[config.mk]
export PLATFORM = sky130hd
export DESIGN_NAME = ptt_cell
export DESIGN_NICKNAME = d
export VERILOG_FILES = /design/src/ptt_pkg.sv /design/src/ptt_cell.sv
export SDC_FILE = /design/constraint.sdc
export NUM_CORES = 1
export LEC_CHECK = 0
export ABC_AREA = 1
export CAP_MARGIN = 20
export CORE_AREA = 5 5 127 129
export CTS_CLUSTER_DIAMETER = 100
export CTS_CLUSTER_SIZE = 10
export DETAILED_ROUTE_END_ITERATION = 12
export DIE_AREA = 0 0 132 134
export DONT_BUFFER_PORTS = 1
export PLACE_DENSITY = 0.58
export SLEW_MARGIN = 20
export SYNTH_ARGS = -nofsm -noshare
export SYNTH_HDL_FRONTEND = slang
export SYNTH_SLANG_ARGS = --single-unit
[constraint.sdc]
create_clock -name i_clk -period 9.6 [get_ports i_clk]
set_input_delay 0.48 -clock i_clk [delete_from_list [all_inputs] [get_ports i_clk]]
set_output_delay 0.48 -clock i_clk [all_outputs]
set_load 0.005 [all_outputs]
[src/ptt_pkg.sv]
`default_nettype none

package ptt_pkg;

    localparam int KEY_W    = 64;
    localparam int PRIO_W   = 16;
    localparam int ACTION_W = 2;
    localparam int STATUS_W = 3;

    // request action codes
    localparam logic [ACTION_W-1:0] ACT_INSERT = 2'd0;
    localparam logic [ACTION_W-1:0] ACT_LIST   = 2'd1;
    localparam logic [ACTION_W-1:0] ACT_REMOVE = 2'd2;

    // result status codes
    localparam logic [STATUS_W-1:0] ST_DONE      = 3'd0;
    localparam logic [STATUS_W-1:0] ST_LISTED    = 3'd1;
    localparam logic [STATUS_W-1:0] ST_FULL      = 3'd2;
    localparam logic [STATUS_W-1:0] ST_DUPLICATE = 3'd3;
    localparam logic [STATUS_W-1:0] ST_NOT_FOUND = 3'd4;
    localparam logic [STATUS_W-1:0] ST_NONE      = 3'd5;

    typedef struct packed {
        logic                     valid;
        logic [KEY_W-1:0]         key;
        logic signed [PRIO_W-1:0] prio;
    } t_entry;

    typedef enum logic [2:0] {
        OP_HOLD,
        OP_COMPARE,
        OP_INSERT,
        OP_REMOVE,
        OP_ROTATE
    } t_cell_op;

    typedef struct packed {
        t_cell_op                 op;
        logic [KEY_W-1:0]         key;
        logic signed [PRIO_W-1:0] prio;
    } t_cell_ctl;

    typedef enum logic [1:0] {
        S_IDLE,
        S_EXEC,
        S_LIST
    } t_state;

endpackage

`default_nettype wire

[src/ptt_cell.sv]
`default_nettype none

module ptt_cell import ptt_pkg::*; (
    input  wire logic      i_clk,
    input  wire logic      i_rst_n,
    input  wire t_cell_ctl i_ctl,
    input  wire t_entry    i_left,
    input  wire logic      i_left_cond,
    input  wire t_entry    i_right,
    input  wire logic      i_gone,
    output t_entry         o_entry,
    output logic           o_cond,
    output logic           o_match,
    output logic           o_gone
);

    logic                     r_valid;
    logic [KEY_W-1:0]         r_key;
    logic signed [PRIO_W-1:0] r_prio;
    logic                     r_match;
    logic                     r_cond;

    logic                     n_valid;
    logic [KEY_W-1:0]         n_key;
    logic signed [PRIO_W-1:0] n_prio;
    logic                     n_match;
    logic                     n_cond;

    // match at this cell or at any cell ahead of it
    assign o_gone  = r_match | i_gone;
    assign o_cond  = r_cond;
    assign o_match = r_match;
    assign o_entry = '{valid: r_valid, key: r_key, prio: r_prio};

    always_comb begin
        n_valid = r_valid;
        n_key   = r_key;
        n_prio  = r_prio;
        n_match = r_match;
        n_cond  = r_cond;
        case (i_ctl.op)
            OP_COMPARE: begin
                n_match = r_valid && (r_key == i_ctl.key);
                n_cond  = !r_valid || ($signed(r_prio) <= $signed(i_ctl.prio));
            end
            OP_INSERT: begin
                if (r_cond) begin
                    if (i_left_cond) begin
                        n_valid = i_left.valid;
                        n_key   = i_left.key;
                        n_prio  = i_left.prio;
                    end else begin
                        n_valid = 1'b1;
                        n_key   = i_ctl.key;
                        n_prio  = i_ctl.prio;
                    end
                end
            end
            OP_REMOVE: begin
                if (o_gone) begin
                    n_valid = i_right.valid;
                    n_key   = i_right.key;
                    n_prio  = i_right.prio;
                end
            end
            OP_ROTATE: begin
                n_valid = i_right.valid;
                n_key   = i_right.key;
                n_prio  = i_right.prio;
            end
            default: begin
            end
        endcase
    end

    always_ff @(posedge i_clk) begin
        if (!i_rst_n) begin
            r_valid <= 1'b0;
            r_match <= 1'b0;
            r_cond  <= 1'b0;
        end else begin
            r_valid <= n_valid;
            r_match <= n_match;
            r_cond  <= n_cond;
        end
    end

    always_ff @(posedge i_clk) begin
        r_key  <= n_key;
        r_prio <= n_prio;
    end

endmodule

`default_nettype wire

Word-level counts from Yosys, hierarchy flattened --
Index checks and enable logic that the tools add are counted.
Operators by class: magnitude comparators 1, equal/unequal tests 7, muxes and demuxes 12, bitwise logic cells 1, reduce and logical (&&, ||, !) cells 5
Operators by type and width (count):
- 64-bit two-way mux | 3
- 64-bit case mux with 3 select lines | 1
- 64-bit == test | 1
- 16-bit two-way mux | 3
- 16-bit case mux with 3 select lines | 1
- 16-bit less-or-equal comparator | 1
- 3-bit by 2-bit == test with 1-bit output, second input constant | 2
- 2-bit inequality test, second input constant | 2
- 3-bit by 1-bit == test with 1-bit output, second input constant | 1
- 3-bit == test, second input constant | 1
- 1-bit two-way mux | 3
- 1-bit case mux with 3 select lines | 1
- 3-bit AND reduction | 1
- 3-bit nonzero test | 1
- 1-bit logical AND | 1
- 1-bit zero test | 1
- 1-bit logical OR | 1
- 1-bit bitwise OR | 1
Storage, ports and cells: register bits after elaboration 83, input port bits 249, output and inout bits 84, word-level logic and storage cells 31

Logic depth before layout (Yosys ltp) --
Gate-level depths: netlist (run 1).
depth after elaboration 3, depth in mapped cells 13, depth with buffers taken out 13

Worst setup path after synthesis (run 1) --
No wires, ideal clock.
kind input port to flip-flop, start input i_ctl[81] (netlist bit), end register r_key[0], enable pin, data arrival time 3345 ps, setup slack 5779 ps, stages on the path 6, path through inv_1 -> nor2_2 -> nand2_2 -> nand2_4 -> a21oi_1 -> a31oi_2
On the way: longest elaborated chain between the ends 3, elaborated cells between the ends (all ways) 7
Ends and longest elaborated chain:
- start: declaration | line ptt_cell.sv:6 | input wire t_cell_ctl i_ctl,
- 3-bit by 2-bit == test with 1-bit output or 3-bit == test (tied branches) | line ptt_cell.sv:41 | case (i_ctl.op)
- 2-bit inequality test (no source line) or 3-bit nonzero test (tied branches)
- 3-bit AND reduction (no source line) *
- end signal: assignment | line ptt_cell.sv:89 | r_key <= n_key;
- end: declaration | line ptt_cell.sv:18 | logic [KEY_W-1:0] r_key;
Mark *: on every way between the ends. The rest lies on a longest branch, timed or not. A chain may end at the register's enable or synchronous reset.

Worst setup path after layout (run 1) --
start input i_ctl[81] (netlist bit), end register r_key[46], data pin
On the way: longest elaborated chain between the ends 2, elaborated cells between the ends (all ways) 4
Ends and longest elaborated chain:
- 3-bit == test or 3-bit by 2-bit == test with 1-bit output (tied branches) | line ptt_cell.sv:41
- 64-bit case mux with 3 select lines * | line ptt_cell.sv:41
- via n_key[46] | line ptt_cell.sv:24 | logic [KEY_W-1:0] n_key;
The timed path passes the listed nets; every way through them passes the cells marked *.

==> out/results.tsv, run 1 <==
metric	value	unit
status	finished, final reports clean	
required	9670	ps
synthSimpleGateAreaFrac	29.0	%
antenna_found_initial	0	
synth_top_area_share	39.4	%
worst_slew_pin_slew	804	ps
vias	5253	
timing.final.ws_setup	7570	ps
crit_path_start	i_ctl[81]	
synth_top_family_by_area	simple AND/OR/NAND/NOR gates	
grt_pass1_vias	5068	
cp-start-kind	primary input	
yosys_register_bits	83	
slew_headroom	46.4	%
maxCapViolCount	0	
synth_cell_type_count	30	
die_w	132	um
rows	45	
drc	0	
postCtsResizedCells	0	
synthArstFlopShare	0	%
r2r_slack	7730	ps
syn_inst	829	
r2r_end	r_key[4]$_DFFE_PP_	
antenna_cells	0	
grt_pass1_wl	30700	um
hold_start	i_rst_n	
synth_common_cells	nand2_1, nor2_1, inv_1	
rsz0062_at_grt	no	
dieArea	17700	um2
avgSynthCellArea	7.35	um2
cts_root_buffer	clkbuf_16	
synth_edf_count	80	
finalHoldViolations	0	
drv_slew	0	
yosysWarnings	0	
synth_top_area_cell	edfxtp_1	
min_period_over_period	21.2	%
synth_most_common_cell	nand2_1	
h-tree-depth	3	
dr.pass1.iters	5	
finClkSkew	8.43	ps
worstSkewPairLatency	350	ps
setup_total_negative_slack	0	ps
core	14900	um2
r2r_start	o_match$_SDFFE_PN0N_	
dp_hpwl	16400	um
grt-ovfl-total	0	
syn_to_final_growth	5.55	%
synth_area_leaders	edfxtp_1, nand2_1, nor2_1	
ys_seq_area_share	40.4	%
synth_compound_gate_area_share	15.5	%
setup_viol	0	
clk_path_buf_depth	2	
io_buffers	0	
fin_nets	1074	
cp_max_fo	68	
cts_tree	yes	
syn-num-nets	1094	
holdBufCountCts	0	
ios	333	
hp-class	in -> reg	
viasPerCell	5.24	
start_util	40.8	%
preCtsSetupSlack	6930	ps
cts.sinks	83	
cts_setup_buffers	0	
critical_path_arrival	2100	ps
holdWs	247	ps
synthFlopType	edfxtp_1	
grt_max_degree	97	
clkTransAtPathRegs	60	ps
synthMuxAreaShare	0	%
r2r_cells	4	
irDropWorstVdd	73.7	uV
critPathKind	in -> reg	
power.density	149	nW/um2
grt_usage	22.6	%
endpoint	r_key[46]$_DFFE_PP_	
routedWlPerCell	20.8	um
synth_xor_area_share	1.44	%
synth_area	6090	um2
drt-total-wl	20800	um
min_period	2030	ps
fp.dieH	134	um
fmax	492	MHz
drive_above_1_share	7.99	%
cts_buffers	9	
ant_nets	0	
synth_fa_ha_area_share	3.29	%
leakage	2.86	nW
drt-initial-drc-count	249	
gp_congestion	0.816	
cp-end-kind	flop	
-- state kept, by name (all words and copies together) (netlist names) --
name     flops
r_valid      1
r_key       64
o_match      1
r_prio      16
o_cond       1
-- metrics by stage --
stage               cell area (um2)  std cells  utilization, %  total power [mW]
detailed placement             6140        985            41.1             0.647
floorplan                      6090        829               -             0.611
global placement               6140        985            41.1             0.643
global route                   6430       1002            43.1              1.01
CTS                            6400       1001            42.9             0.970
finish                         6430       1002            43.1             0.960
-- critical path: stages --
cell and delay [ps]:
inv_1 70, nor2_2 70, nand2_2 70, nand2_4 70, inv_6 340, buf_4 430, buf_16 310, a31oi_1 130
-- cell families after synthesis --
family	after synthesis
AO/OA/AOI/OAI	118
XOR/XNOR	10
adder cells (fa/ha/maj)	16
buffers and inverters	143
flip-flops	83
AND/OR/NAND/NOR	459
-- layout by cell type, fill, tap and decap left out, drive strengths merged --
master,instances
nor3,2
clkinv,4
o21bai,1
buf,4
nand4,2
clkinvlp,2
nand3,5
a21oi,10
xor2,1
inv,108
o22ai,1
dfxtp,3
o21ai,23
a31oi,82
ha,16
nand2,309
xnor2,9
o21a,1
or2,1
nor2,140
edfxtp,80
clkbuf,10
-- worst min-delay path by stage --
stage,cells past startpoint,slack (ps),endpoint
after floorplan,2,460,o_match$_SDFFE_PN0N_
after global placement,2,500,o_match$_SDFFE_PN0N_
after detailed placement,2,510,o_match$_SDFFE_PN0N_
after CTS,2,230,o_match$_SDFFE_PN0N_
after global routing,2,250,o_match$_SDFFE_PN0N_
final,2,250,o_match$_SDFFE_PN0N_
-- power by group --
| part | total (mW) | switching (mW) | internal [mW] |
|---|---|---|---|
| clock network | 0.322 | 0.149 | 0.173 |
| logic | 0.167 | 0.103 | 0.0637 |
| registers | 0.471 | 0.0309 | 0.440 |
| total | 0.960 | 0.283 | 0.677 |
-- layer usage --
layer  wire (um)  GRT usage (%)
met5           0              0
met4         350           6.91
met3        2210           8.70
met2       10500           39.7
met1        7820           25.5
-- final cells by class --
class | count | area (um2)
Multi-Input combinational cell | 603 | 3010
Clock buffer | 10 | 229
Timing Repair Buffer | 4 | 53.8
Tap cell | 188 | 235
Inverter | 108 | 410
Fill cell | 1554 | 8490
Clock inverter | 6 | 32.5
Sequential cell | 83 | 2460
Power figures use the tool's default switching activity.
==> inputs of run 2 (changes only) <==
- ABC_AREA: 1 -> 0
- PLACE_DENSITY: 0.58 -> 0.53
- clock period: 9.6 -> 2.1 ns (I/O delays scaled with it)
==> run 2 against run 1 <==
Against the previous run: sequential share of layout area is 0.85 points higher; clock skew shrank 1.3 ps; critical path depth down 2.
==> out/results.tsv, run 2 <==
metric	value	unit	change
final_common_cell	a21oi_1		was nand2_1
min_period	1940	ps	
vias	4105		was 5,253
multi_input_area	2720	um2	was 3010 um2
antenna_cells	0		unchanged
drive_above_1_share	6.53	%	was 7.99%
cts_root_buffer	clkbuf_16		unchanged
cts_tree	yes		unchanged
top_regs	r_key (64), r_prio (16)		unchanged
ios	333		unchanged
grt_max_degree	82		was 97
critical_path_arrival	2170	ps	was 2100 ps
worstSkewPairLatency	330	ps	was 350 ps
synth_common_cells	a21oi_1, nor2_1, edfxtp_1, mux2i_1, xnor2_1		was nand2_1, nor2_1, inv_1
setup_viol	0		unchanged
power.density	752	nW/um2	was 149 nW/um2
routedWlPerCell	22.7	um	was 20.8 um
synth_top_area_share	44.6	%	was 39.4%
irDropWorstVdd	405	uV	was 73.7 uV
r2r_slack	160	ps	was 7730 ps
required	2330	ps	was 9670 ps
die_w	132	um	unchanged
syn_inst	528		was 829
fin_nets	812		was 1,074
cp_max_fo	4		was 68
grt_util_met3	7.58	%	was 8.70%
cts.sinks	83		unchanged
drc	0		unchanged
fp.dieH	134	um	unchanged
use_met1	19.7	%	was 25.5%
grt_pass1_vias	4338		was 5,068
dp_hpwl	13400	um	was 16,400 um
synth_most_common_cell	a21oi_1		was nand2_1
power	4.73	mW	was 0.960 mW
synth_xor_area_share	8.29	%	was 1.44%
status	finished, final reports clean		unchanged
r2r_start	r_prio[15]$_DFFE_PP_		was o_match$_SDFFE_PN0N_
core	14900	um2	unchanged
rows	45		unchanged
crit_path_start	r_prio[15]$_DFFE_PP_		was i_ctl[81]
cp-start-kind	flop		was primary input
fillers	1415		was 1,554
drt-total-wl	16800	um	was 20,800 um
io_buffers	0		unchanged
slew_headroom	78.5	%	was 46.4%
top_register	r_key		unchanged
synthFlopType	edfxtp_1		unchanged
regArea	2460	um2	about the same
synth_compound_gate_area_share	12.0	%	was 15.5%
finClkSkew	7.12	ps	was 8.43 ps
hp-class	in -> reg		unchanged
ys_seq_area_share	45.7	%	was 40.4%
fin_cells	739		was 1,002
cts_setup_buffers	0		unchanged
min_period_over_period	92.2	%	
hold_start	i_right[47]		was i_rst_n
drv_slew	0		unchanged
synthMuxAreaShare	15.3	%	was 0%
drt-initial-drc-count	195		was 249
synth_top_family_by_area	multiplexers		was simple AND/OR/NAND/NOR gates
start_util	36.1	%	was 40.8%
ant_nets	0		unchanged
clk_path_buf_depth	2		unchanged
synth_cell_type_count	41		was 30
grt_pass1_wl	25000	um	was 30,700 um
synth_top_area_cell	edfxtp_1		unchanged
worst_slew_pin_slew	320	ps	was 804 ps
largest_reg_flops	64		unchanged
syn_to_final_growth	16.8	%	was 5.55%
cp-end-kind	flop		unchanged
timing.final.ws_setup	163	ps	was 7570 ps
finalHoldViolations	0		unchanged
maxCapViolCount	0		unchanged
most-common-layout-cells	a21oi_1, nor2_1, mux2i_1, edfxtp_1, xnor2_1		was nand2_1, nor2_1, inv_1, edfxtp_1, a31oi_1
h-tree-depth	3		unchanged
preCtsSetupSlack	119	ps	was 6930 ps
setup_total_negative_slack	0	ps	unchanged
synth_edf_count	80		unchanged
yosys_register_bits	83		unchanged
dieArea	17700	um2	unchanged
synthArstFlopShare	0	%	unchanged
antenna_found_initial	0		unchanged
dpl.cell_count	700		was 985
fmax	516	MHz	
cts_buffers	9		unchanged
dr.pass1.iters	4		was 5
rsz0062_at_grt	no		unchanged
syn-num-nets	793		was 1,094
critPathKind	reg -> reg		was in -> reg
met2_usage	32.7	%	was 39.7%
leakage	2.45	nW	was 2.86 nW
grt_usage	18.1	%	was 22.6%
viasPerCell	5.55		was 5.24
avgSynthCellArea	10.2	um2	was 7.35 um2
grt_busiest_layer	met2		unchanged
gp_congestion	0.820		was 0.816
synth_fa_ha_area_share	3.72	%	was 3.29%
grt-ovfl-total	0		unchanged
synth_area_leaders	edfxtp_1, mux2i_1, a21oi_1		was edfxtp_1, nand2_1, nor2_1
clkTransAtPathRegs	60	ps	about the same
synth_area	5390	um2	was 6090 um2
yosysWarnings	0		unchanged
synthSimpleGateAreaFrac	10.7	%	was 29.0%
-- run 2: kinds of logic after synthesis --
family                     after synthesis
and+or+nand+nor                        127
AOI/OAI and AO/OA                      113
DFF                                     83
muxes                                   81
buffers and inverters                   57
xor gates and xnor gates                51
adders and majority gates               16
-- run 2: area by class of cell --
| type | count | share of cell area, % |
|---|---|---|
| Clock buffer | 10 | 3.64 |
| Clock inverter | 5 | 2.39 |
| Inverter | 30 | 1.79 |
| Multi-Input combinational cell | 388 | 43.2 |
| Sequential cell | 83 | 39.1 |
| Tap cell | 188 | 3.74 |
| Timing Repair Buffer | 35 | 6.12 |
-- run 2: power by group --
group          switching, mW  internal, mW  total, mW
combinational          0.330         0.326      0.656
clock                  0.624          1.40       2.02
sequential            0.0936          1.96       2.05
total                   1.05          3.68       4.73
-- run 2: metal layers --
metal,vias up,wire length [um]
met5,-,0
li1,1944,-
met4,0,155
met2,242,8710
met3,10,1770
met1,1909,6130
-- run 2: final timing paths --
| path | endpoint | depth (start not counted) |
|---|---|---|
| setup / recovery | o_cond$_SDFFE_PN0N_ | 6 |
| hold / removal | r_key[31]$_DFFE_PP_ | 2 |
| setup reg to reg | o_cond$_SDFFE_PN0N_ | 6 |
| hold reg to reg | o_match$_SDFFE_PN0N_ | 2 |
-- run 2: stage by stage --
| stage | instance area, um2 | hold WS [ps] | utilization [%] |
|---|---|---|---|
| 6_report | 6290 | 17.7 | 42.2 |
| 5_1_grt | 6290 | 3.87 | 42.2 |
| 4_1_cts | 6270 | 0.934 | 42.0 |
| 3_5_place_dp | 5670 | 228 | 38.0 |
| 3_3_place_gp | 5670 | 226 | 38.0 |
| 2_1_floorplan | 5410 | 222 | - |
-- run 2: worst max-delay path, cell delays in order, from the launching register on --
cell      delay (ps)
edfxtp_1         420
ha_1             370
nand4_1          180
nor3_1           290
a21boi_1         260
nor3_1           100
a211oi_1         220
-- run 2: what timing repair did --
action | CTS | global route
hold endpoints to repair | 24 | 2
resized for setup | 0 | 2
endpoints found under the setup margin | 0 | 2
hold buffers | 22 | 2
==> inputs of run 3 (changes only) <==
- CTS_CLUSTER_DIAMETER: 100 -> 200
- GPL_ROUTABILITY_DRIVEN: unset -> 0
- MAX_ROUTING_LAYER: unset -> met4
==> run 3 against run 2 <==
Against the previous run: wire length about the same; critical endpoint unchanged; critical path depth stayed put; first-iteration DRC count decreased by 9.7%; flip-flop and latch count unchanged; total power about the same; largest power group unchanged; cell area unchanged; clock skew is 0.72 ps lower; cell count unchanged; sequential power is essentially flat; utilization did not move.
==> out/results.tsv, run 3 (synthesized netlist as in run 2, its figures left out) <==
metric	value	unit	change
required	2330	ps	about the same
power.density	752	nW/um2	about the same
rows	45		unchanged
most-common-layout-cells	a21oi_1, nor2_1, mux2i_1, edfxtp_1, xnor2_1		unchanged
ios	333		unchanged
slowest_stage	edfxtp_1		unchanged
hp-class	in -> reg		unchanged
finalHoldViolations	0		unchanged
largest_reg_flops	64		unchanged
cts_tree	yes		unchanged
power.sequential.fraction	43.4	%	about the same
fin_cells	739		unchanged
clkTransAtPathRegs	60	ps	about the same
grt_pass1_vias	4331		was 4,338
min_period	1940	ps	about the same
grt_pass1_wl	25000	um	about the same
syn_to_final_growth	16.8	%	unchanged
postLayoutCoreUtil	42.2	%	unchanged
final_common_cell	a21oi_1		unchanged
cp_cell_sequence	ha_1 > nand4_1 > nor3_1 > a21boi_1 > nor3_1 > a211oi_1		unchanged
drc	0		unchanged
start_util	36.1	%	unchanged
maxCapViolCount	0		unchanged
timing.final.ws_setup	164	ps	was 163 ps
grt_max_degree	82		unchanged
viasPerCell	5.58		was 5.55
dieArea	17700	um2	unchanged
drv_slew	0		unchanged
vias	4120		was 4,105
core	14900	um2	unchanged
worst_slew_pin_slew	319	ps	was 320 ps
preCtsSetupSlack	119	ps	unchanged
clk_path_buf_depth	2		unchanged
wl_met1	6190	um	was 6130 um
dp_hpwl	13400	um	unchanged
fp.dieH	134	um	unchanged
fmax	517	MHz	was 516 MHz
dpl.cell_count	700		unchanged
io_buffers	0		unchanged
die_w	132	um	unchanged
routedWlPerCell	22.7	um	about the same
antenna_cells	0		unchanged
cts.sinks	83		unchanged
cts_setup_buffers	0		unchanged
status	finished, final reports clean		unchanged
routed.top_layer	met4		unchanged
slew_headroom	78.5	%	about the same
power	4.73	mW	about the same
irDropWorstVdd	404	uV	was 405 uV
clockPowerShare	42.7	%	about the same
cp_slowest_stage_delay	420	ps	about the same
drt-initial-drc-count	176		was 195
drive_above_1_share	6.53	%	unchanged
cp_common_cell	nor3_1		unchanged
cp_num_buf_inv	0		unchanged
critPathKind	reg -> reg		unchanged
switching_share	22.2	%	about the same
switching_power	1.05	mW	about the same
holdWs	16.9	ps	was 17.7 ps
min_period_over_period	92.2	%	about the same
finClkSkew	6.40	ps	was 7.12 ps
h-tree-depth	3		unchanged
fin_nets	812		unchanged
top_register	r_key		unchanged
wl_met2	8640	um	was 8710 um
grt_usage	18.7	%	was 18.1%
ant_nets	0		unchanged
drt-total-wl	16800	um	about the same
critical_path_arrival	2170	ps	about the same
cp-start-kind	flop		unchanged
cts_root_buffer	clkbuf_16		unchanged
grt-ovfl-total	0		unchanged
top_regs	r_key (64), r_prio (16)		unchanged
worstSkewPairLatency	330	ps	about the same
dr.pass1.iters	6		was 4
leakage	2.45	nW	unchanged
regArea	2460	um2	unchanged
p_comb_share	13.9	%	about the same
cp_max_fo	4		unchanged
internal-power	3.68	mW	about the same
crit_family	simple AND/OR/NAND/NOR gates		unchanged
setup_viol	0		unchanged
cp-end-kind	flop		unchanged
cts_buffers	9		unchanged
fillers	1415		unchanged
rsz0062_at_grt	no		unchanged
multi_input_area	2720	um2	unchanged
wl_met3	1750	um	was 1770 um
antenna_found_initial	0		unchanged
run 3: cell counts in the layout (fill, tap and decap cells not counted):
No cell type changed its count.
run 3: layer usage:
metal	global-route usage (%)	up-vias
met5	-	-
met4	4.51	0
met3	7.16	11
met2	32.5	248
met1	20.2	1914
li1	-	1947
run 3: area by class of cell:
class / count / share of cell area (%)
Clock inverter: 5 / 2.39
Inverter: 30 / 1.79
Timing Repair Buffer: 35 / 6.12
Clock buffer: 10 / 3.64
Sequential cell: 83 / 39.1
Multi-Input combinational cell: 388 / 43.2
Tap cell: 188 / 3.74
run 3: worst paths after layout:
check / startpoint / endpoint / slack [ps] / cells after the start
worst max-delay path: r_prio[15]$_DFFE_PP_ / o_cond$_SDFFE_PN0N_ / 160 / 6
worst min-delay path: i_right[0] / r_prio[0]$_DFFE_PP_ / 20 / 2
worst max register to register: r_prio[15]$_DFFE_PP_ / o_cond$_SDFFE_PN0N_ / 160 / 6
worst min register to register: o_match$_SDFFE_PN0N_ / o_match$_SDFFE_PN0N_ / 620 / 2
run 3: timing repair:
item                                   CTS  global route
hold buffers                            22             2
endpoints found under the hold margin   24             2
setup endpoints to repair                0             2
gates resized for setup                  0             2
run 3: through the flow:
| stage | TNS (ps) | area [um2] |
|---|---|---|
| 2_1_floorplan | -8600 | 5410 |
| 3_3_place_gp | 0 | 5670 |
| 3_5_place_dp | 0 | 5670 |
| 4_1_cts | 0 | 6270 |
| 5_1_grt | 0 | 6290 |
| 6_report | 0 | 6290 |
run 3: power groups by stage:
stage / Combinational (mW) / Sequential (mW) / Clock, mW
final: 0.657 / 2.05 / 2.02
after global routing: 0.736 / 2.06 / 2.15
after CTS: 0.661 / 2.06 / 2.09
after detailed placement: 0.626 / 2.09 / 0
after global placement: 0.609 / 2.09 / 0
after floorplan: 0.507 / 2.06 / 0
